## config.mk

```make
export PLATFORM = sky130hd
export DESIGN_NAME = qrs_queue
export DESIGN_NICKNAME = d
export VERILOG_FILES = /design/src/hdl/qrs_pkg.sv /design/src/hdl/qrs_queue.sv
export SDC_FILE = /design/constraint.sdc
export NUM_CORES = 1
export LEC_CHECK = 0
export BUFFER_PORTS_ARGS = -buffer_cell sky130_fd_sc_hd__buf_2
export CAP_MARGIN = 10
export CORE_UTILIZATION = 45
export DETAILED_ROUTE_END_ITERATION = 10
export SYNTH_ARGS = -nofsm -noshare
export SYNTH_HDL_FRONTEND = slang
export SYNTH_SLANG_ARGS = --single-unit
```

## constraint.sdc

```tcl
create_clock -name i_clk -period 9.3 [get_ports i_clk]
set_input_delay 1.395 -clock i_clk [delete_from_list [all_inputs] [get_ports i_clk]]
set_output_delay 1.395 -clock i_clk [all_outputs]
set_load 0.02 [all_outputs]
```

## src/hdl/qrs_pkg.sv

```systemverilog
// Shared types, widths and step functions for the quadratic root solver.
// No dependencies; used by every module of the block.
package qrs_pkg;

    localparam int FRAC_BITS = 16;
    localparam int COEF_W    = 32;
    localparam int TOL_W     = 31;
    localparam int THR_W     = TOL_W + FRAC_BITS;
    localparam int PROD_W    = 2 * COEF_W;
    localparam int DISC_W    = PROD_W + 2;
    localparam int RAD_W     = 68;
    localparam int SQ_N      = RAD_W / 2;
    localparam int ROOT_W    = 34;
    localparam int SREM_W    = 36;
    localparam int NUM_W     = ROOT_W + 1;
    localparam int MD_W      = COEF_W + 1;
    localparam int MN_W      = ROOT_W + FRAC_BITS + 1;
    localparam int QDEPTH    = 4;
    localparam int QPTR_W    = $clog2(QDEPTH);

    localparam logic [1:0] KIND_NOT_QUAD = 2'd0;
    localparam logic [1:0] KIND_NO_REAL  = 2'd1;
    localparam logic [1:0] KIND_DOUBLE   = 2'd2;
    localparam logic [1:0] KIND_TWO      = 2'd3;

    typedef struct packed {
        logic [1:0]               kind;
        logic signed [COEF_W-1:0] a;
        logic signed [COEF_W:0]   nb;
        logic [DISC_W-1:0]        dmag;
    } t_job;

    typedef struct packed {
        logic [ROOT_W-1:0] root;
        logic [SREM_W-1:0] rem;
        logic [RAD_W-1:0]  rad;
    } t_sq;

    typedef struct packed {
        logic [MD_W-1:0] rem;
        logic [MN_W-1:0] dvd;
        logic [MN_W-1:0] quo;
    } t_div;

    // one restoring square-root step, two radicand bits
    function automatic t_sq sq_step(input t_sq s);
        t_sq               r;
        logic [SREM_W-1:0] t;
        logic [SREM_W-1:0] trial;
        t     = {s.rem[SREM_W-3:0], s.rad[RAD_W-1:RAD_W-2]};
        trial = {s.root, 2'b01};
        r.rad = {s.rad[RAD_W-3:0], 2'b00};
        if (t >= trial) begin
            r.rem  = t - trial;
            r.root = {s.root[ROOT_W-2:0], 1'b1};
        end else begin
            r.rem  = t;
            r.root = {s.root[ROOT_W-2:0], 1'b0};
        end
        return r;
    endfunction

    // one restoring division step, one quotient bit
    function automatic t_div div_step(input t_div s, input logic [MD_W-1:0] md);
        t_div          r;
        logic [MD_W:0] t;
        t     = {s.rem, s.dvd[MN_W-1]};
        r.dvd = {s.dvd[MN_W-2:0], 1'b0};
        if (t >= {1'b0, md}) begin
            r.rem = MD_W'(t - {1'b0, md});
            r.quo = {s.quo[MN_W-2:0], 1'b1};
        end else begin
            r.rem = t[MD_W-1:0];
            r.quo = {s.quo[MN_W-2:0], 1'b0};
        end
        return r;
    endfunction

endpackage

```

## src/hdl/qrs_queue.sv

```systemverilog
// Small first-word-fall-through queue between the front and back ends.
// Depends on qrs_pkg.
module qrs_queue import qrs_pkg::*; (
    input  logic i_clk,
    input  logic i_rst_n,
    input  logic i_push,
    input  t_job i_job,
    output logic o_full,
    input  logic i_pop,
    output logic o_valid,
    output t_job o_job
);

    t_job              r_mem [QDEPTH];
    logic [QPTR_W-1:0] r_wr, r_rd;
    logic [QPTR_W:0]   r_cnt;

    assign o_full  = r_cnt == (QPTR_W+1)'(QDEPTH);
    assign o_valid = r_cnt != '0;
    assign o_job   = r_mem[r_rd];

    always_ff @(posedge i_clk) begin
        if (!i_rst_n) begin
            r_wr  <= '0;
            r_rd  <= '0;
            r_cnt <= '0;
        end else begin
            if (i_push) r_wr <= r_wr + 1'b1;
            if (i_pop)  r_rd <= r_rd + 1'b1;
            r_cnt <= r_cnt + (QPTR_W+1)'(i_push) - (QPTR_W+1)'(i_pop);
        end
        if (i_push) r_mem[r_wr] <= i_job;
    end

    a_no_overflow: assert property (@(posedge i_clk) disable iff (!i_rst_n)
        o_full |-> !i_push) else $error("queue overflow");
    a_no_underflow: assert property (@(posedge i_clk) disable iff (!i_rst_n)
        !o_valid |-> !i_pop) else $error("queue underflow");

endmodule

```

==> results of run 1 <==
-- power by group --
group          leakage (nW)  switching [mW]  internal (mW)
combinational          2.00           0.328          0.224
sequential             4.96          0.0354           2.80
clock                 0.807           0.849           1.20
-- layer usage --
layer	GRT usage	vias to the layer above	routed length [µm]
li1	-	3813	-
met1	0.2316	4534	16010
met2	0.2521	235	17120
met3	0.04728	56	2468
met4	0.05597	12	766
met5	0	-	71
-- flip-flops by register name, summed over array words and instances (netlist names), named ones only --
signal,flops
r_rd,2
r_wr,2
r_cnt,3
r_mem,532
-- synth_stat cells --
cell / n
a21bo_2: 1
a21oi_1: 1
and2_1: 6
and3_1: 1
buf_2: 15
buf_6: 9
clkbuf_1: 6
dfxtp_1: 9
edfxtp_1: 532
fa_1: 1
ha_1: 6
inv_1: 7
mux2i_1: 1
mux4_2: 133
nand3b_1: 1
nor2_1: 5
or3_1: 1
xnor2_1: 2
xor3_1: 1
-- cells in the final DEF (no fill, tap or decap), types with 2 or more instances in the layout --
master      instances
buf_2             271
clkinv_1           12
ha_1                6
mux4_2            133
and2_1              2
and2_4              4
bufinv_16           3
diode_2             3
dfxtp_4             2
edfxtp_1          532
nor2_1              5
buf_4              12
xnor2_1             2
clkbuf_1           16
dfxtp_1             7
clkinvlp_4          2
clkinv_2            5
inv_1               7
clkbuf_16          57
-- per-stage QoR --
step                  util  instances
global placement    0.5017       1576
finish              0.5406       1675
global route        0.5406       1674
floorplan                -        738
detailed placement  0.5017       1576
CTS                 0.5405       1672
-- worst min-delay path by stage --
stage                           end  slack, ns  depth (start not counted)
after detailed placement  flip-flop       0.51                          2
after CTS                 flip-flop       0.54                          2
after global routing      flip-flop       0.57                          2
after global placement    flip-flop       0.50                          2
final                     flip-flop       0.53                          2
after floorplan           flip-flop       0.50                          2
-- kinds of logic (layout without fill, tap and decap cells) --
group                    count (synthesis)  count (layout)  synth area share
other                                    0               3                 0
buffers and inverters                   37             386           0.01148
AO/OA/AOI/OAI                            2               2         0.0007653
XOR/XNOR                                 3               3          0.002105
AND/OR/NAND/NOR                         14              14          0.003892
multiplexers                           134             134            0.1532
flip-flops                             541             541            0.8237
adder cells (fa/ha/maj)                  7               7          0.004848
-- layout make-up --
class                           instances  area share
Inverter                                7    0.001128
Clock buffer                           73     0.06383
Timing Repair Buffer                  283     0.06211
Multi-Input combinational cell        160      0.1393
Sequential cell                       541      0.6940
Antenna cell                            3   0.0003224
Tap cell                              585     0.03143
Clock inverter                         23    0.007898
-- worst reg2reg max path: cells and delay by family, from the launching register on --
family                   cells  cell delay, ns
flip-flops                   1            0.35
AND/OR/NAND/NOR              1            0.47
adder cells (fa/ha/maj)      1            0.15
buffers and inverters        2            0.84
==> reports/qor.txt, run 1 <==
status = finished clean
Worst path max stage delay = 0.89 ns
Place WS = 5.076 ns
register area share after synthesis = 0.8237
vias post-DR = 8650
pin count of the biggest net entering global routing = 63
Core Area = 43080 µm²
r2r startpoint = r_wr[0]
slew margin rel. = 0.2978
total clock buffers created by CTS = 55
cts repair resizes = 0
IO Port Bufs = 271
area of the mapped netlist = 19610 µm²
Worst Setup EP = o_job[45]
fin crit share = 0.5078
Fin Hold WS = 0.5287 ns
max-cap violation count = 0
Fmax achieved = 211.8 MHz
Synth Instances = 738
global route overflow = 0
hold_buf cts = 0
flops & latches, synth = 541
delay-heaviest family, CP = buffers and inverters
via/cell ratio = 5.164
FF-to-FF setup slack = 7.05 ns
DP HPWL = 21.17 mm
Synth top area share = 0.8145
skew final = 0.01410 ns
Clk Latency, worst-skew pair = 0.58 ns
CP bufs+invs = 2
class of the worst hold path = reg -> reg
DRT Wirelength = 36.43 mm
multi-input logic area = 3243 µm²
Die Footprint = 44430 µm²
Worst path depth = 3
router iterations before antenna repair = 4
WL per Instance = 21.75 µm
min cycle time layout = 4.723 ns
top cell type by total area after synthesis = edfxtp_1
PwrDens = 233.4 nW/µm²
Leak = 7.773 nW
critical path fanouts, max = 49
clk root buf = clkbuf_16
Iteration-0 DRC Markers = 512
first-pass GRT wire length = 54.83 mm
DIE WIDTH = 210.8 µm
Placement Cell Area = 21610 µm²
CP required = 7.91 ns
DRC = 0
Final setup viols = 0
Initial Util = 0.4553
Yosys cell types = 19
final net count = 1192
TritonCTS clock tree = yes
average cell area after synthesis = 26.58 µm²
critical-path cell list = buf_4 -> mux4_2 -> buf_2
RSZ-0062 raised after global routing = no
crit path DAT = 3.33 ns
worst setup margin = 4.577 ns
CP max stage cell = buf_4
Final ANT Viol Nets = 0
Pwr Total = 5.437 mW
Synth Net Count = 882
critical path endpoint category = primary output
layout cells sized above 1 = 0.4517
Synth area leaders = edfxtp_1 (81%), mux4_2 (15%), dfxtp_1 (0.92%)
Peak VDD IR = 0.0001882 V
Worst-Margin Slew = 1.053 ns
FF-to-FF End = r_mem[0][60]
Setup Fix Bufs, Post-CTS = 0
R2R depth = 4
CTS Buffer Depth = 3
Worst Hold Launch = r_rd[1]
Slew Limit Fails = 0
filler instances = 3313
Clock Pin Slew Worst Setup and Hold Paths = 0.06 ns
Area Overhead vs Synth = 18.74%
Yosys Warn Count = 0
vias in the first global route = 8914
Finished Cell Area = 23290 µm²
TritonCTS sink count = 541
Die Y = 210.8 µm
htree depth = 2
Register Area = 16160 µm²
setup_tns = 0 ns
I/O pins = 272
row count = 76
worst setup path category = reg -> out
Final GP Congestion = 0.7013
GRT Total Usage = 0.1657
antenna violations before repair = 8
crit path launch type = flip-flop
Hold Fails Final Rpt = 0
Power figures use the tool's default switching activity.
==> inputs of run 2 (changes only) <==
--- a/config.mk
+++ b/config.mk
@@ -9,6 +9,7 @@
 export CAP_MARGIN = 10
 export CORE_UTILIZATION = 45
 export DETAILED_ROUTE_END_ITERATION = 10
+export PLACE_DENSITY = 0.67
 export SYNTH_ARGS = -nofsm -noshare
 export SYNTH_HDL_FRONTEND = slang
 export SYNTH_SLANG_ARGS = --single-unit
==> constraint.sdc (replaced) <==
create_clock -name i_clk -period 4.3 [get_ports i_clk]
set_input_delay 0.645 -clock i_clk [delete_from_list [all_inputs] [get_ports i_clk]]
set_output_delay 0.645 -clock i_clk [all_outputs]
set_load 0.02 [all_outputs]
==> reports/qor.txt, run 2 (synthesis results as in run 1) <==
DP HPWL = 21.25 mm (+0.34%)
internal power = 9.142 mW (+120%)
max-cap violation count = 0 (unchanged)
Leak = 7.827 nW (+0.69%)
final net count = 1192 (unchanged)
delay-heaviest family, CP = flip-flops
grt met2 use = 0.2567 (+0.004666)
antenna violations before repair = 10 (+2)
I/O pins = 272 (unchanged)
Initial Util = 0.4553 (unchanged)
pin count of the biggest net entering global routing = 69 (+9.5%)
routing usage on met1 = 0.2177 (-0.01392)
WL per Instance = 21.47 µm (-1.3%)
htree depth = 2 (unchanged)
Final ANT Viol Nets = 0 (unchanged)
setup_tns = 0 ns (unchanged)
top flop regs = r_mem x532, r_cnt x3
DRC = 0 (unchanged)
Setup Fix Bufs, Post-CTS = 0 (unchanged)
Peak VDD IR = 0.0004334 V (+130%)
skew final = 0.01405 ns (-0.00005410 ns)
CP required = 3.65 ns (-4.26 ns)
DRT Wirelength = 36.11 mm (-0.88%)
IO Port Bufs = 271 (unchanged)
NetSw = 2.653 mW (+120%)
critical path fanouts, max = 52 (+6.1%)
router iterations before antenna repair = 5 (+1)
class of the worst hold path = in -> reg
clk root buf = clkbuf_16
most common cell after layout, fill and taps aside = edfxtp_1
Area Overhead vs Synth = 19.46%
min cycle time layout = 3.090 ns
CP max stage cell = dfxtp_4
filler instances = 3261 (-1.6%)
TritonCTS clock tree = yes
hold_buf cts = 0 (unchanged)
dpl cells = 1578 (+0.13%)
Reg with most FFs = r_mem
Iteration-0 DRC Markers = 536 (+4.7%)
Gate power share = 0.103 (+0.002)
Slew Limit Fails = 0 (unchanged)
Final GP Congestion = 0.7352 (+4.8%)
part of the power in registers = 0.520 (-0.002)
commonest non-fill, non-tap cells in the layout = edfxtp_1 (532), buf_2 (271), mux4_2 (133)
CTS Buffer Depth = 3 (unchanged)
Die Y = 210.8 µm (unchanged)
vias in the first global route = 9393 (+5.4%)
Clock Pin Slew Worst Setup and Hold Paths = 0.06 ns (about the same)
busiest grt layer = met2
Final setup viols = 0 (unchanged)
layout cells sized above 1 = 0.4574 (+0.005677)
vias post-DR = 8659 (+0.10%)
Worst path max stage delay = 0.62 ns (-0.27 ns)
worst setup path category = reg -> out
Net Sw Frac = 0.2249 (+0.001956)
crit path launch type = flip-flop
cts repair resizes = 0 (unchanged)
row count = 76 (unchanged)
status = finished clean
max reg flops = 532 (unchanged)
fin crit share = 0.7186
TritonCTS sink count = 541 (unchanged)
DIE WIDTH = 210.8 µm (unchanged)
Core Area = 43080 µm² (unchanged)
critical-path cell list = buf_12 -> mux4_2 -> buf_2
slew margin rel. = 0.4144 (+0.1165)
Hold Fails Final Rpt = 0 (unchanged)
critical path endpoint category = primary output
Worst-Margin Slew = 0.8785 ns (-0.1748 ns)
Non-Filler Instances = 1682 (+0.42%)
clock power share = 0.377 (about the same)
GRT Total Usage = 0.1653 (-0.0004401)
first-pass GRT wire length = 54.86 mm (about the same)
RSZ-0062 raised after global routing = no
Fmax achieved = 323.6 MHz
total clock buffers created by CTS = 53 (-3.6%)
crit path DAT = 2.44 ns (-0.89 ns)
global route overflow = 0 (unchanged)
CP bufs+invs = 2 (unchanged)
via/cell ratio = 5.148 (-0.31%)
PwrDens = 503.4 nW/µm² (+120%)
met3 Resource Use GR = 0.06140 (+0.01412)
Clk Latency, worst-skew pair = 0.58 ns (about the same)
Die Footprint = 44430 µm² (unchanged)
-- run 2: cell types whose count changed in the layout (fill, tap and decap cells not counted), sizes merged --
| cell | before | now |
|---|---|---|
| clkbuf | 73 | 68 |
| clkinv | 17 | 21 |
| diode | 3 | 6 |
| buf | 283 | 285 |
| inv | 8 | 10 |
| bufinv | 3 | 4 |
-- run 2: power by group through the flow --
stage | sequential (mW) | clock, mW | combinational (mW)
floorplan | 6.24 | 0 | 0.806
global placement | 6.23 | 0 | 1.24
detailed placement | 6.25 | 0 | 1.25
CTS | 6.14 | 4.57 | 1.25
global route | 6.15 | 4.76 | 1.31
finish | 6.13 | 4.44 | 1.22
-- run 2: layer usage --
layer  part of all wire  wire length [µm]
met3              0.085              3073
met2               0.48             17200
met5             0.0020                72
met1               0.41             14910
met4              0.024               861
-- run 2: path summary, 6_finish.rpt --
path,to,startpoint,slack (ns),depth (start not counted)
max reg2reg,r_mem[2][24],r_wr[0],2.25,4
min,r_mem[2][56],i_job[56],0.27,1
min reg2reg,flip-flop,r_rd[1],0.53,2
max,o_job[91],flip-flop,1.21,3
-- run 2: cell type report --
type	count	area (µm²)	area share
Clock inverter	30	252.7	0.01079
Timing Repair Buffer	285	1574	0.06718
Sequential cell	541	16160	0.6898
Antenna cell	6	15.01	0.0006408
Tap cell	585	732.0	0.03124
Clock buffer	68	1425	0.06082
Inverter	7	26.28	0.001121
Multi-Input combinational cell	160	3243	0.1384
-- run 2: worst register-to-register path, stage by stage (launching register included) --
cell,delay (ns)
dfxtp_1,0.35
inv_1,0.10
ha_1,0.14
and2_4,0.51
buf_4,0.57
-- run 2: per-stage QoR --
step	hold WS [ns]	util	worst slack, ns	area (µm²)	power, mW
2_1_floorplan	0.4993	-	0.1031	19610	7.047
3_3_place_gp	0.5002	0.5046	1.733	21740	7.472
3_5_place_dp	0.5165	0.5046	1.734	21740	7.494
4_1_cts	0.2258	0.5436	1.098	23420	11.96
5_1_grt	0.2322	0.5438	1.018	23420	12.23
6_report	0.2733	0.5439	1.210	23430	11.80
